File: src/rtl/core/esp_pkg.sv
// Package for the exFAT directory entry set parser.
// Holds the entry type codes, the parser mode and method codes, and the
// set and result record types. No dependencies.
package esp_pkg;

  localparam logic [6:0] TYPE_FILE     = 7'(8'h85 & 8'h7F);
  localparam logic [6:0] TYPE_STREAM   = 7'(8'hC0 & 8'h7F);
  localparam logic [6:0] TYPE_NAME     = 7'(8'hC1 & 8'h7F);
  localparam logic [7:0] TYPE_END      = 8'h00;
  localparam int unsigned IN_USE_BIT   = 7;
  localparam logic [7:0] MAX_SECONDARY = 8'd18;
  localparam int unsigned ATTR_RO_BIT  = 0;
  localparam int unsigned ATTR_DIR_BIT = 4;
  localparam int unsigned FLAG_NFC_BIT = 1;

  localparam logic CFG_SLACK_SCAN  = 1'b0;
  localparam logic CFG_REPORT_LIVE = 1'b1;

  typedef enum logic [1:0] {
    MODE_SCAN,
    MODE_COLLECT,
    MODE_STOPPED
  } parse_mode_t;

  typedef enum logic [1:0] {
    METHOD_NONE,
    METHOD_CONTIG,
    METHOD_CHAIN,
    METHOD_DELETED
  } method_t;

  typedef struct packed {
    logic        in_use;
    logic [15:0] attributes;
    logic        have_stream;
    logic [7:0]  flags;
    logic [7:0]  name_length;
    logic [31:0] first_cluster;
    logic [63:0] valid_length;
    logic [63:0] data_length;
  } set_t;

  typedef struct packed {
    logic [31:0] first_cluster;
    logic [63:0] data_length;
    logic [63:0] recovered_size;
    logic [7:0]  name_length;
    logic        is_dir;
    logic        was_deleted;
    logic        read_only;
    logic        no_fat_chain;
    logic        sparse;
    logic        descend;
    logic        report;
    method_t     method;
  } result_t;

endpackage

File: src/rtl/core/esp_emit.sv
// Builds the result record for a finished entry set.
// Depends on esp_pkg for the set and result types.
module esp_emit (
  input  esp_pkg::set_t    set,
  input  logic             report_live,
  output esp_pkg::result_t res
);
  import esp_pkg::*;

  logic live;
  logic dir;
  logic nfc;
  logic has_cluster;
  logic regular;

  always_comb begin
    live        = set.in_use;
    dir         = set.attributes[ATTR_DIR_BIT];
    nfc         = set.flags[FLAG_NFC_BIT];
    has_cluster = |set.first_cluster[31:1];
    regular     = !dir && has_cluster;

    res                = '0;
    res.first_cluster  = set.first_cluster;
    res.data_length    = set.data_length;
    res.recovered_size = set.data_length;
    res.name_length    = set.name_length;
    res.is_dir         = dir;
    res.was_deleted    = !live;
    res.read_only      = set.attributes[ATTR_RO_BIT];
    res.no_fat_chain   = nfc;
    res.descend        = dir && live && has_cluster;
    res.report         = !live || report_live;
    res.method         = METHOD_NONE;
    if (regular) begin
      if (nfc) begin
        res.method = METHOD_CONTIG;
      end else if (live) begin
        res.method = METHOD_CHAIN;
      end else begin
        res.method = METHOD_DELETED;
      end
      if ((set.valid_length != 64'd0) && (set.valid_length < set.data_length)) begin
        res.recovered_size = set.valid_length;
        res.sparse         = 1'b1;
      end
    end
  end

endmodule

File: src/rtl/core/exfat_entry_set_parser_core.sv
// An accepted entry is held in the input register; a finished set goes to the result register.
// It takes one entry per cycle while the input does not stall, as the parser state updates once per entry.
// An input register and a result register part the two channels; the input side
// stalls only when both are full and the output is stalled.
// Reset (rst, synchronous): clears the valid bits of both registers, the parser state and both
// configuration bits; no clearing pass.
module exfat_entry_set_parser_core (
  input  logic        clk,
  input  logic        rst,
  input  logic        cfg_we,
  input  logic        cfg_index,
  input  logic        cfg_data,
  input  logic        in_valid,
  output logic        in_stall,
  input  logic [63:0] entry_word0,
  input  logic [63:0] entry_word1,
  input  logic [63:0] entry_word2,
  input  logic [63:0] entry_word3,
  input  logic        last_in_directory,
  output logic        out_valid,
  input  logic        out_stall,
  output logic [31:0] first_cluster,
  output logic [63:0] data_length,
  output logic [63:0] recovered_size,
  output logic [7:0]  name_length,
  output logic        is_dir,
  output logic        was_deleted,
  output logic        read_only,
  output logic        no_fat_chain,
  output logic        sparse,
  output logic        descend,
  output logic        report,
  output logic [1:0]  method
);
  import esp_pkg::*;

  logic        slack_scan;
  logic        report_live;

  logic        p_valid;
  logic [63:0] p_word0;
  logic [63:0] p_word1;
  logic [63:0] p_word2;
  logic [63:0] p_word3;
  logic        p_last;

  parse_mode_t parse_mode;
  parse_mode_t parse_mode_next;
  logic [4:0]  secondaries_left;
  logic [4:0]  secondaries_left_next;
  set_t        set;
  set_t        set_next;
  set_t        coll;

  logic        res_valid;
  result_t     res;
  result_t     res_new;

  logic        advance;
  logic        accept;
  logic        emit;
  logic        handle_primary;
  logic [7:0]  etype;
  logic [6:0]  base;
  logic [7:0]  count;
  logic        is_sec;

  assign advance  = !res_valid || !out_stall;
  assign in_stall = p_valid && !advance;
  assign accept   = in_valid && !in_stall;

  always_ff @(posedge clk) begin
    if (rst) begin
      slack_scan  <= 1'b0;
      report_live <= 1'b0;
    end else if (cfg_we) begin
      unique case (cfg_index)
        CFG_SLACK_SCAN:  slack_scan  <= cfg_data;
        CFG_REPORT_LIVE: report_live <= cfg_data;
        default: ;
      endcase
    end
  end

  always_ff @(posedge clk) begin
    if (rst) begin
      p_valid <= 1'b0;
    end else if (accept) begin
      p_valid <= 1'b1;
    end else if (advance) begin
      p_valid <= 1'b0;
    end
  end

  always_ff @(posedge clk) begin
    if (accept) begin
      p_word0 <= entry_word0;
      p_word1 <= entry_word1;
      p_word2 <= entry_word2;
      p_word3 <= entry_word3;
      p_last  <= last_in_directory;
    end
  end

  always_comb begin
    etype  = p_word0[7:0];
    base   = etype[6:0];
    count  = p_word0[15:8];
    is_sec = (base == TYPE_STREAM) || (base == TYPE_NAME);

    coll = set;
    if (base == TYPE_STREAM) begin
      coll.flags         = p_word0[15:8];
      coll.name_length   = p_word0[31:24];
      coll.valid_length  = p_word1;
      coll.first_cluster = p_word2[63:32];
      coll.data_length   = p_word3;
      coll.have_stream   = 1'b1;
    end

    parse_mode_next       = parse_mode;
    secondaries_left_next = secondaries_left;
    set_next              = set;
    emit                  = 1'b0;
    handle_primary        = 1'b1;

    unique case (parse_mode)
      MODE_COLLECT: begin
        if (is_sec) begin
          set_next              = coll;
          secondaries_left_next = secondaries_left - 5'd1;
          handle_primary        = 1'b0;
          if ((secondaries_left_next == 5'd0) || p_last) begin
            emit            = 1'b1;
            parse_mode_next = MODE_SCAN;
          end
        end else begin
          emit            = 1'b1;
          parse_mode_next = MODE_SCAN;
        end
      end
      MODE_STOPPED: handle_primary = 1'b0;
      default:      parse_mode_next = MODE_SCAN;
    endcase

    if (handle_primary) begin
      if (etype == TYPE_END) begin
        if (!slack_scan) begin
          parse_mode_next = MODE_STOPPED;
        end
      end else if ((base == TYPE_FILE) && (count != 8'd0) && (count <= MAX_SECONDARY)) begin
        parse_mode_next       = MODE_COLLECT;
        secondaries_left_next = count[4:0];
        set_next              = '0;
        set_next.in_use       = etype[IN_USE_BIT];
        set_next.attributes   = p_word0[47:32];
      end
    end

    if (p_last) begin
      parse_mode_next = MODE_SCAN;
    end
  end

  esp_emit u_emit (
    .set         (coll),
    .report_live (report_live),
    .res         (res_new)
  );

  always_ff @(posedge clk) begin
    if (rst) begin
      parse_mode       <= MODE_SCAN;
      secondaries_left <= '0;
      set              <= '0;
      res_valid        <= 1'b0;
    end else if (advance) begin
      res_valid <= p_valid && emit && coll.have_stream;
      if (p_valid) begin
        parse_mode       <= parse_mode_next;
        secondaries_left <= secondaries_left_next;
        set              <= set_next;
      end
    end
  end

  always_ff @(posedge clk) begin
    if (advance && p_valid && emit) begin
      res <= res_new;
    end
  end

  assign out_valid      = res_valid;
  assign first_cluster  = res.first_cluster;
  assign data_length    = res.data_length;
  assign recovered_size = res.recovered_size;
  assign name_length    = res.name_length;
  assign is_dir         = res.is_dir;
  assign was_deleted    = res.was_deleted;
  assign read_only      = res.read_only;
  assign no_fat_chain   = res.no_fat_chain;
  assign sparse         = res.sparse;
  assign descend        = res.descend;
  assign report         = res.report;
  assign method         = res.method;

endmodule
File: config.mk
export PLATFORM = sky130hd
export DESIGN_NAME = exfat_entry_set_parser_core
export DESIGN_NICKNAME = d
export VERILOG_FILES = /design/src/rtl/core/esp_pkg.sv /design/src/rtl/core/esp_emit.sv /design/src/rtl/core/exfat_entry_set_parser_core.sv
export SDC_FILE = /design/constraint.sdc
export NUM_CORES = 1
export LEC_CHECK = 0
export ABC_CLOCK_PERIOD_IN_PS = 11800
export BUFFER_PORTS_ARGS = -buffer_cell sky130_fd_sc_hd__buf_2
export CORE_MARGIN = 4
export CORE_UTILIZATION = 41
export DETAILED_ROUTE_END_ITERATION = 8
export GPL_TIMING_DRIVEN = 0
export HOLD_SLACK_MARGIN = 0.06
export PLACE_DENSITY_LB_ADDON = 0.08
export RECOVER_POWER = 100
export SLEW_MARGIN = 20
export SYNTH_ARGS = -nofsm -noshare
export SYNTH_HDL_FRONTEND = slang
export SYNTH_SLANG_ARGS = --single-unit
File: constraint.sdc
create_clock -name clk -period 11.8 [get_ports clk]
set_input_delay 1.18 -clock clk [delete_from_list [all_inputs] [get_ports clk]]
set_output_delay 1.18 -clock clk [all_outputs]
set_load 0.01 [all_outputs]
[Word-level counts from Yosys, hierarchy flattened]
Index checks and enable logic that the tools add are counted.
Operators by class
  eq/ne operators: 5
  add/subtract/negate cells: 1
  order comparisons: 2
  mux-type cells: 31
  bitwise logic cells: 2
  reduce and logical (&&, ||, !) cells: 32
Operators by type and width (number)
  $mux 194: 3
  $mux 177: 3
  $mux 64: 2
  $lt 64x64->1: 1
  $reduce_bool 64->1: 1
  $reduce_or 31->1: 1
  $mux 5: 5
  $eq 7x7->1 const B: 2
  $mux 2: 7
  $logic_and 1x1->1: 12
  $mux 1: 9
  $le 8x5->1 const B: 1
  $logic_not 8->1: 1
  $reduce_bool 8->1: 1
  $eq 7x3->1 const B: 1
  $logic_not 1->1: 6
  $reduce_and 2->1: 3
  $logic_not 5->1: 1
  $sub 5x1->5 const B: 1
  $logic_or 1x1->1: 4
  $pmux 2 s2: 1
  $eq 2x1->1 const B: 1
  $eq 2x2->1 const B: 1
  $not 1->1: 2
  3 further kinds: 3
Storage, ports and cells
  register bits: 623
  output and inout port bits: 179
  input port bits: 264
  word-level logic and storage cells: 105

[Depth between registers and ports, before layout]
Gate-level depths: netlist of the first run.
  depth after elaboration: 10
  depth in mapped cells: 18
  gate-level depth less buffers: 13

[Hierarchy]
A second synthesis of the first run with hierarchy kept.
Unflattened totals
  cell total of the unflattened synthesis: 1981
  area, all modules: 25271.7 µm²
By module, submodules not included
  exfat_entry_set_parser_core: cells an instance 1540, area each 21648.3 µm², instances 1
  esp_emit: cells an instance 441, area each 3623.5 µm², instances 1

[Least setup slack after synthesis of the first run]
No wires, ideal clock.
  kind: input-to-reg
  start point: input out_stall
  end point: register p_last, enable pin
  data arrival time: 9642 ps
  stages on the path: 2
  path slack: 1400 ps
  data required time: 11042 ps
  path buffers: 0
  cells stage by stage: and3_1 nor2b_1
On the way
  word-level cells in the longest chain between the ends: 6
Ends and longest elaborated chain
  start, declared: RTL line exfat_entry_set_parser_core.sv:21  | input logic out_stall,
  $logic_not 1->1: RTL line exfat_entry_set_parser_core.sv:68  | assign advance = !res_valid || !out_stall;
  $logic_or 1x1->1: RTL line exfat_entry_set_parser_core.sv:68
  $logic_not 1->1: RTL line exfat_entry_set_parser_core.sv:69  | assign in_stall = p_valid && !advance;
  $logic_and 1x1->1: RTL line exfat_entry_set_parser_core.sv:69
  $logic_not 1->1: RTL line exfat_entry_set_parser_core.sv:70  | assign accept = in_valid && !in_stall;
  $logic_and 1x1->1: RTL line exfat_entry_set_parser_core.sv:70
  via accept: RTL line exfat_entry_set_parser_core.sv:60  | logic accept;
  end signal, assigned: RTL line exfat_entry_set_parser_core.sv:101  | p_last <= last_in_directory;
  end, declared: RTL line exfat_entry_set_parser_core.sv:45  | logic p_last;
The timed path passes the listed nets, and every way through them passes these cells.
A chain may end at the register's enable or synchronous reset.

==> reports/results.txt, run 1 <==
The flow ran to the end, but the final reports show violations. The checks that failed: max-capacitance violations, max-slew violations. Of all flip-flops after synthesis, the portion carrying an async set or reset was 0%.

In this run, synthesis produced a sequential element count of 548. In this run the count of I/O pins placed on the die edge is 443. Entering global routing, the biggest net connects 29 pins.

At the worst endpoint, the arrival time is 8210 ps. The area enclosed by the die boundary was 58130 um^2; the number of I/O port buffers was 371. Detailed routing placed a total of 31.96 mm of wire on met2.

TritonCTS built the clock tree. Class of the worst hold path: reg2reg. After layout, the worst setup slack is 3935 ps. The run gives 548 as the number of sinks handled by clock tree synthesis.

The library cell with the largest summed area after synthesis was edfxtp_1. In this run the power spent charging and discharging nets is 845.4 uW. The run gives -29.38% as the normalized max-slew margin.

The area share of xor/xnor cells in the synthesized design was 0%. By instance count, the cell type seen most on the critical path is clkbuf_1. Data on the critical path is required at its endpoint by 12140 ps. Detailed routing placed a total of 4.451 mm of wire on met3. Of all nets on the critical path, the largest fanout is 10. When the netlist entered floorplanning its net count stood at 2306.

The number of filler instances in the final layout came out at 5096. Setup total negative slack on the finished layout was measured at 0 ps. The most used flip-flop cell after synthesis is edfxtp_1.

Summed over all layers, the routed wires come to 66.16 mm. The tools report the root cell of the clock tree as clkbuf_16. Synthesis produced 1975 cells.

The internal portion of the total power is 3112 uW. The transition time of the tightest slew-check pin came out at 1892 ps. The number of post-CTS setup repair buffers was 0; the die width was 241.1 um. The top cell family by delay on the critical path was simple AND/OR/NAND/NOR gates. In the global route stage, overall resource usage came out at 22.12%.

Routed signal wires occupy layers up through met5. The tool flagged a number of max-cap violations equal to 4. After synthesis, the most frequently instantiated cells are nand2_1, edfxtp_1, nor2_1. The synthesized-area fraction occupied by adder cells came out at 3.763%.

The endpoint type of the worst setup path was a flop. The clock arrives with 25.61 ps of skew. Traced cell by cell, the critical path runs through nor4_1 > nand2_1 > clkbuf_1 > clkbuf_1 > nand2_1 > nand2_1 > ha_1 > nand4_1 > nor4_1 > o221ai_1 > nor4b_1 > o41ai_1 > clkbuf_1 > clkbuf_1 > mux2_1. Detailed-route DRC error count: 0. The number of H-tree levels was 2. Prior to clock tree synthesis, the placed netlist has a worst setup slack of 5463 ps. The synthesized netlist occupies a cell area of 22280 um^2. The final max-slew violation count was 65; the total power divided by cell area was 149.3 nW/um^2. The worst hold slack was 442.9 ps.

The logs give 49.51 mm for the placed wire-length estimate after detailed placement and 0.01042 uW for the leakage dissipation. The sequential share of power is 53.7%. Number of antenna violations at the first check in global routing: 8. Once detail routing completed, the nets flagged for antenna violations numbered 0. The most instantiated library cell after synthesis was nand2_1. The post-CTS resize count is 0.

For the length of the first detailed-routing pass in iterations, the log shows 5. After clock tree synthesis, the flow added hold-fix buffers numbering 0. The layout-stage area growth over the synthesis result works out to 18.99%.

The die is 241.1 um tall. The post-layout utilization of the core is 49.26%. The tools report the final net count as 2753.

The detailed-route via count was 16613; the proportion of netlist area held by the largest area contributor was 49.07%. The average routed wire per standard cell is 20.87 um, and the worst-case clock buffer depth is 3. The effective utilization at floorplan is 41.40%.

Of the total power, combinational logic draws 2.5%. Yosys printed 0 warnings. The detailed router finished its first iteration with 1062 violations. Net switching is 21.36% of the power. Of the cells placed in the final design, the portion with a size suffix greater than 1 is 9.555%.

The maximum clock rate is 127.1 MHz. In this run the standard cell core region covers 53810 um^2. The via count of the first global-routing pass was 16203; the post-placement cell area was 25410 um^2. The number of clock buffers added by TritonCTS is 58. The synthesized netlist devotes 8.285% of its cell area to compound gates. After synthesis, the largest family of logic cells by area is simple AND/OR/NAND/NOR gates. The final critical delay including setup and external delays works out to 7865 ps. The launching element type of the critical path is a flop. The logs give 0 for the final hold violation count and 26510 um^2 for the area of all placed cells without fillers. Together, buffers and inverters on the worst path number 4.

The cell with the biggest individual delay on the critical path was nor4_1. The clock-pin transition on the worst setup and hold timing paths works out to 60 ps. Setup repair after global routing left no endpoint under its margin.

The remaining global-route overflow came out at 0. The peak supply drop is 0.0001226 V. The clock network accounts for 43.8% of the total power. In the routed layout, each cell is associated on average with a via count of 5.241. In the post-synthesis netlist, the biggest area contributors are edfxtp_1, dfxtp_1, nand2_1. The number of synthesized flops with an enable pin was 364. For this run, the slowest stage of the critical path takes 950 ps. At the later pin of the worst-skew pair, clock insertion delay measures 620 ps.

Sequential elements use 65.60% of the synthesized area. The detailed router put a total of 28.36 mm of wire on met1. In this run the mean area of a mapped cell was 11.28 um^2. Total setup violations reported at the end of the flow: 0. Of the total synthesized cell area, the portion taken by AND, OR, NAND and NOR gates is 15.78%.

The global-route wire length before repair was 97.06 mm; the share of cell area taken by muxes after synthesis was 3.325%. Routability-driven placement finished with a final weighted congestion of 0.8295. Number of distinct library cells after synthesis: 55. After floorplanning, the core was divided into 85 placement rows. The critical path is of the reg2reg type. After layout, the worst path uses 66.65% of the clock period.
-- logic make-up (layout without fill, tap and decap cells) --
| group | count (synthesis) | in the layout |
|---|---|---|
| DFF | 548 | 548 |
| other | 0 | 4 |
| muxes | 66 | 66 |
| buffers and inverters | 181 | 676 |
| adders and majority gates | 67 | 67 |
| AOI/OAI and AO/OA | 259 | 259 |
| and+or+nand+nor | 854 | 854 |
-- per-stage QoR --
| stage | std cells | total power (uW) |
|---|---|---|
| after floorplan | 1975 | 2201 |
| after CTS | 3166 | 4012 |
| after detailed placement | 3058 | 2274 |
| final | 3170 | 3957 |
| after global placement | 3042 | 2280 |
| after global routing | 3166 | 4090 |
-- layout by cell type (no fill, tap or decap), types with 4 or more instances in the layout --
cell	netlist	final
nor3_1	11	11
dfxtp_1	184	184
inv_1	75	75
o21ai_0	19	20
edfxtp_1	364	364
clkbuf_16	0	59
nand3_1	13	13
diode_2	0	4
clkinv_2	0	15
nand4_1	23	23
mux2_1	49	49
nand2_1	533	533
a22oi_1	170	170
clkbuf_8	0	11
nor2_1	200	199
buf_2	2	132
mux2_2	15	15
o211ai_1	4	4
clkinv_1	0	7
a21oi_1	32	32
nand3b_1	4	4
nor4_1	50	51
ha_1	67	67
clkbuf_1	95	373
a211oi_1	7	7
nand2b_1	5	5
-- routing by layer --
layer	vias up	track usage (%)
met5	-	0
met4	8	5.512
met3	94	5.097
met2	472	37.09
met1	8083	29.36
li1	7956	-
-- state kept, by name (all words and copies together) (netlist names), 8 cells and up --
register	cells
set	170
data_length	64
p_word1	64
p_word3	64
recovered_size	64
first_cluster	32
p_word2	32
p_word0	26
name_length	8
-- path summary, 6_finish.rpt --
kind	from	endpoint	slack, ps	depth (start not counted)
setup / recovery	p_word0[1]	recovered_size[42]	3930	15
hold / removal	coll[177]	read_only	440	0
setup reg to reg	p_word0[1]	recovered_size[42]	3930	15
hold reg to reg	coll[177]	read_only	440	0
-- final cells by class --
type,count,area (um^2),area share (%)
multi-input combinational,1246,6913,26.08
antenna,4,10.01,0.03776
clock buffer,83,1677,6.325
tap,696,870.8,3.285
clock inverter,25,125.1,0.4720
sequential,548,14610,55.13
inverter,75,281.5,1.062
buffer,106,397.9,1.501
timing repair buffer,387,1618,6.103
-- power by group through the flow --
stage	Combinational [uW]	Clock, uW	Sequential (uW)
final	98.8	1730	2120
after global routing	109	1850	2130
after CTS	112	1780	2120
after detailed placement	111	0	2160
after global placement	101	0	2180
after floorplan	40.9	0	2160
(Power assumes the default switching activity.)
==> run 2: changes to the inputs <==
- ABC_CLOCK_PERIOD_IN_PS: 11800 -> 7750
- clock period: 11.8 -> 7.75 ns (I/O delays scaled with it)
==> run 2 against run 1 <==
- the run still ends with max-capacitance violations, max-slew violations left
- worst setup slack lost 3000 ps
- clock skew shrank 12 ps
- global-route usage is 0.087 points higher
- critical path depth is the same
- worst hold slack worse by 110 ps
- clock power grew 63%
- sequential power increased by 53%
- critical path type unchanged
- die area unchanged
- power is 57% higher
- first-iteration DRC count rose by 2.2%
- highest routed layer unchanged
==> reports/results.txt, run 2 (synthesis gave the netlist of run 1 again) <==
The transition time of the tightest slew-check pin works out to 1820 ps (-71.79 ps). The peak supply drop came out at 0.0001766 V (+44%). Number of antenna-violating nets in the routed design: 0 (unchanged). The final hold violation count came out at 0 (unchanged). The largest net degree at the start of global routing was 30 (+3.4%); the number of sinks handled by clock tree synthesis was 548 (unchanged). The run finished, with violations left. The final critical delay including setup and external delays was 6819 ps (-1046 ps). Root cell of the clock tree: clkbuf_16. Counting flops per register, the top entry is set. The logs give 8110 ps (-4030 ps) for the worst path required time and -22.62% (+6.8 points) for the normalized max-slew margin. The worst clock skew is 13.78 ps (-11.83 ps).

The timing endpoint of the critical path was recovered_size[13]. The startpoint of the most critical setup path is p_word0[1]. The via count of the first global-routing pass is 16557 (+2.2%), and the layout-stage area growth over the synthesis result is 20.09%. The critical path class was reg2reg.

The run gives 0 ps (unchanged) as the final sum of negative setup slack. The top routing layer in use was met5. The min-delay analysis places its worst path in the category in2reg.

The run gives 0 (unchanged) as the post-CTS resize count. The worst setup path is captured at a flop. The logs give 16707 (+0.57%) for the detailed-route via count and 2 (unchanged) for the number of H-tree levels. The tools report the length of the first detailed-routing pass in iterations as 6 (+1). The run gives 1085 (+2.2%) as the first-iteration detailed-routing DRC count.

The average routed wire per standard cell is 20.89 um (about the same), and the total wire length after detailed routing is 66.34 mm (+0.28%). The die width was 241.1 um (unchanged). The tools report the number of antenna violations at the first check in global routing as 11 (+3). For the met1 wire length, the log shows 28.33 mm (about the same). The tools report the worst min-delay path startpoint as entry_word3[3]. The detailed-route DRC error count was 0 (unchanged); the all-layer global routing usage was 22.21% (+0.087 points). The maximum clock rate is 146.7 MHz (+15%), and the total setup violations reported at the end of the flow is 0 (unchanged). Die height: 241.1 um (unchanged). The endpoint identified for the worst register-to-register timing path is recovered_size[13]. For the clock latency reported for the late side of the worst-skew pair, the log shows 620 ps (about the same). In the layout the commonest cells are nand2_1, clkbuf_1, edfxtp_1. The logs give 0 (unchanged) for the number of hold buffers added after cts and 58130 um^2 (unchanged) for the area enclosed by the die boundary. Setup repair after global routing left no endpoint under its margin. The floorplan core area was 53810 um^2 (unchanged); the clock-pin transition on the worst setup and hold timing paths was 60 ps (about the same). TritonCTS built the clock tree. The run gives 97.56 mm (+0.51%) as the global-route wire length before repair. The met3 wire length was 4.646 mm (+4.4%). The routability-driven placement congestion ratio came out at 0.8564 (+3.2%). The final net count was 2754 (+0.036%); the effective utilization at floorplan was 41.40% (unchanged). The logs give 3 (unchanged) for the worst-case clock buffer depth and 7180 ps (-1030 ps) for the endpoint arrival time on the critical path.

The number of vias per cell after detailed routing is 5.260 (+0.38%). The worst-path maximum fanout came out at 10 (unchanged). The portion of the clock cycle consumed by the worst path in the final layout works out to 87.98% (+21 points). Reg2reg setup slack: 930 ps (-3000 ps). The total power divided by cell area is 232.1 nW/um^2 (+55%).

The final reports fail on max-capacitance violations, max-slew violations. The library cell used most frequently in the layout, excluding fill and tap cells, is nand2_1. The depth of the most critical reg-to-reg path came out at 15 (unchanged). The flip-flop count of the largest register after layout is 170 (unchanged), and the TritonCTS buffer count is 60 (+3.4%). The share of layout cells above drive strength 1 was 10.14% (+0.59 points); the max-capacitance violation count was 7 (+3).

The placed wire-length estimate after detailed placement was 49.59 mm (+0.16%); the final max-slew violation count was 142 (+120%). The startpoint identified for the worst register-to-register timing path is p_word0[1]. The worst setup path is launched from a flop.

The number of rows in the core area was 85 (unchanged); the leakage dissipation was 0.01054 uW (+1.2%). The number of placed I/O pins is 443 (unchanged), and the worst hold slack is 329.3 ps (-113.6 ps). The total length of routed met2 wires came out at 31.57 mm (-1.2%). The logs give 0 (unchanged) for the remaining global-route overflow and 0 (unchanged) for the number of post-CTS setup repair buffers.

The number of I/O port buffers came out at 371 (unchanged).
## run 2: cell types whose count changed in the layout (fill, tap and decap cells not counted), sizes merged, moves of 2 or more
cell / before / now
buf: 133 / 150
clkinvlp: 2 / 0
clkbuf: 443 / 434
inv: 76 / 78
bufinv: 0 / 4
clkinv: 22 / 15
## run 2: worst min-delay path by stage
stage	endpoint	cells past startpoint
finish	p_word3[3]	1
global route	p_word0[9]	1
CTS	p_word3[3]	1
detailed placement	read_only	0
global placement	read_only	0
floorplan	read_only	0
## run 2: critical path: stages, from the launching register on
cell and delay (ps):
edfxtp_1 410, nor4_4 470, and2_1 190, clkbuf_1 590
clkbuf_1 530, clkbuf_1 580, nand2_1 130, nand2_1 170
ha_1 170, nand4_1 190, nor4_1 690, o221ai_1 470
nor4b_1 300, o41ai_1 640, clkbuf_1 580, mux2_2 420
## run 2: area by class of cell
class / instances / area [um^2]
Fill cell: 5023 / 27060
Sequential cell: 548 / 14610
Multi-Input combinational cell: 1246 / 6928
Clock buffer: 92 / 1734
Timing Repair Buffer: 386 / 1658
Tap cell: 696 / 870.8
Buffer: 106 / 439.2
Inverter: 75 / 281.5
Clock inverter: 22 / 214.0
Antenna cell: 5 / 12.51
## run 2: power by group
group / switching [uW] / internal, uW / total, uW
logic: 98.4 / 53.0 / 151
clock network: 1150 / 1670 / 2820
registers: 44.8 / 3190 / 3240
total: 1300 / 4910 / 6210
## run 2: metrics by stage
| stage | setup WS, ps | util (%) | cells | total power, uW | area (um^2) |
|---|---|---|---|---|---|
| floorplan | 1175 | - | 1975 | 3344 | 22280 |
| global placement | -2368 | 46.47 | 3042 | 3460 | 25010 |
| detailed placement | 1472 | 47.16 | 3057 | 3462 | 25380 |
| CTS | 1354 | 50.78 | 3171 | 6298 | 27330 |
| global route | 597.0 | 49.69 | 3172 | 6426 | 26740 |
| finish | 931.5 | 49.71 | 3176 | 6209 | 26750 |
## run 2: routing by layer
layer | GRT usage (%) | vias to the layer above
met5 | 0 | -
met4 | 6.903 | 10
met3 | 5.337 | 110
met2 | 36.56 | 495
met1 | 29.32 | 8130
li1 | - | 7962
==> run 3: changes to the inputs <==
- ABC_CLOCK_PERIOD_IN_PS: 7750 -> 5600
- CORE_MARGIN: 4 -> default
- clock period: 7.75 -> 5.6 ns (I/O delays scaled with it)
==> run 3 against run 2 <==
- via count down 0.41%
- the run still ends with max-capacitance violations, max-slew violations left
- largest power group unchanged
- clock power up 36%
- fmax up 29%
==> reports/results.txt, run 3 (synthesis gave the netlist of run 1 again) <==
The flow ran to the end, but the final reports show violations. The final reports fail on max-capacitance violations, max-slew violations. The run gives 24.27 ps (+10.49 ps) as the worst clock skew.

The length of the first detailed-routing pass in iterations is 5 (-1). The tools report the final net count as 2754 (unchanged). The run gives 1123 (+3.5%) as the first-iteration detailed-routing DRC count. TritonCTS built the clock tree. The post-layout utilization of the core is 49.95% (+0.24 points), and the worst-path maximum fanout is 10 (unchanged).

The number of antenna violations at the first check in global routing was 10 (-1); the flip-flop count of the largest register after layout was 170 (unchanged). For the TritonCTS buffer count, the log shows 59 (-1.7%). Class of the worst hold path: in2reg.

The normalized max-slew margin was -26.84% (-4.2 points); the maximum single-stage delay on the critical path was 460 ps (-230 ps). The share of layout cells above drive strength 1 works out to 11.32% (+1.2 points). The run gives 16337 (-1.3%) as the via count of the first global-routing pass.

Leaving out fill and tap cells, the most frequent cells in the layout are nand2_1, edfxtp_1, clkbuf_1. The endpoint arrival time on the critical path was 5640 ps (-1540 ps). The all-layer global routing usage came out at 23.11% (+0.90 points). The number of sinks handled by clock tree synthesis is 548 (unchanged), and the floorplan core area is 53710 um^2 (-0.20%). Final critical delay including setup and external delays: 5298 ps (-1520 ps). The tools report the max-capacitance violation count as 2 (-5).

The tools report the detailed-route DRC error count as 0 (unchanged). The slowest stage of the critical path belongs to the cell nor4_4. Compared with the post-synthesis result, the final layout area differs by 20.42%. The clock-pin transition on the worst setup and hold timing paths is 60 ps (about the same), and the routability-driven placement congestion ratio is 0.8400 (-1.9%). The tools report the placed wire-length estimate after detailed placement as 48.46 mm (-2.3%).

The die height came out at 235.1 um (-2.5%). The run gives 188.7 MHz (+29%) as the maximum clock rate. The total wire length after detailed routing was 65.15 mm (-1.8%); the remaining global-route overflow was 0 (unchanged). The number of vias per cell after detailed routing was 5.245 (-0.29%). For the total setup violations reported at the end of the flow, the log shows 0 (unchanged). The global-route wire length before repair was 96.72 mm (-0.86%); the number of filler instances in the final layout was 4996 (-0.54%). The final hold violation count is 0 (unchanged).

The final max-slew violation count is 31 (-78%). The setup path with the least slack is of type reg2reg. The total power divided by cell area is 318.0 nW/um^2 (+37%). The clock latency reported for the late side of the worst-skew pair was 620 ps (about the same); the critical path buffer and inverter count was 7 (+3).

The tools report the largest net degree at the start of global routing as 28 (-6.7%). The die width is 235.1 um (-2.5%). The signal on the critical path passes through nor4_1 > buf_4 > and2_1 > buf_2 > clkbuf_2 > clkbuf_2 > nand2_1 > nand2_1 > inv_1 > ha_1 > nand4_1 > nor4_4 > o221ai_1 > nor4b_2 > o41ai_2 > buf_6 > buf_6 > mux2_1. STA classifies the critical path endpoint as a flop. Leading cell type in the layout, fill and taps excluded: nand2_1. The run gives 0 (unchanged) as the number of antenna-violating nets in the routed design.

The worst path required time is 5940 ps (-2170 ps). The transition time of the tightest slew-check pin works out to 1855 ps (+34.61 ps). For the worst hold slack, the log shows 111.7 ps (-217.6 ps).

The number of I/O port buffers is 371 (unchanged), and the area enclosed by the die boundary is 55270 um^2 (-4.9%). On the critical path the largest part of the delay comes from buffers and inverters. set holds more flip-flops than any other register. Launching element type of the critical path: a flop. The number of H-tree levels is 2 (unchanged), and the effective utilization at floorplan is 41.48% (+0.082 points).

The number of placed I/O pins was 443 (unchanged). The portion of the clock cycle consumed by the worst path in the final layout came out at 94.62% (+6.6 points). The root buffer cell chosen for the clock tree is clkbuf_16. The detailed-route via count is 16638 (-0.41%).

The worst-case clock buffer depth is 3 (unchanged), and the leakage dissipation is 0.01062 uW (+0.76%). For the number of rows in the core area, the log shows 85 (unchanged). The peak supply drop was 0.0002245 V (+27%); the average routed wire per standard cell was 20.54 um (-1.7%).
==> run 3: repair_timing <==
action | in CTS | in global routing
buffers inserted | 1 | 0
resized for setup | 14 | 5
endpoints found under the setup margin | 65 | 59
hold buffers | 0 | 0
pin swaps | 1 | 1
cloned | 0 | 0
==> run 3: cell type report <==
class	count	area [um^2]	area share [%]
flip-flops and latches	548	14610	54.48
repair buffers	387	1723	6.423
diodes	2	5.005	0.01866
plain buffers	106	457.9	1.707
well taps	696	870.8	3.246
multi-input cells	1246	6959	25.94
clock buffers	77	1615	6.021
inverters	75	281.5	1.049
clock inverters	35	299.0	1.115
==> run 3: per-stage QoR <==
stage               area [um^2]  instances  setup WS, ps  power [uW]  TNS, ps
finish                    26830       3172         301.5        8531        0
global route              26820       3170        -44.28        8793   -735.5
CTS                       27310       3170         60.09        8627        0
detailed placement        25360       3057        -690.0        4789   -38850
global placement          25020       3042        -733.4        4783   -90550
floorplan                 22290       1975          1155        4624        0
==> run 3: final timing paths <==
kind                   startpoint                  to  slack, ps  cells past startpoint
setup / recovery       p_word0[4]  recovered_size[20]        300                     18
setup reg to reg       p_word0[4]  recovered_size[20]        300                     18
hold / removal    entry_word0[29]         p_word0[29]        110                      1
hold reg to reg       report_live         report_live        460                      2
==> run 3: routing by layer <==
layer	global-route usage, %	wire [um]	vias up	part of all wire [%]
li1	-	-	7945	-
met1	29.84	27860	8058	43
met2	38.55	31200	508	48
met3	5.570	4382	111	6.7
met4	6.679	1588	16	2.4
met5	0	112	-	0.17
==> run 3: worst register-to-register path, stage by stage, from the launching register on <==
cell,delay [ps]
edfxtp_1,370
nor4_1,280
buf_4,210
and2_1,130
buf_2,300
clkbuf_2,340
clkbuf_2,280
nand2_1,80
nand2_1,130
inv_1,60
ha_1,290
nand4_1,250
nor4_4,460
o221ai_1,330
nor4b_2,280
o41ai_2,380
buf_6,300
buf_6,190
mux2_1,370
==> run 3: where the power goes <==
group	switching, uW	internal (uW)
clock network	1620	2220
registers	60.4	4420
logic	138	78.5
total	1820	6710
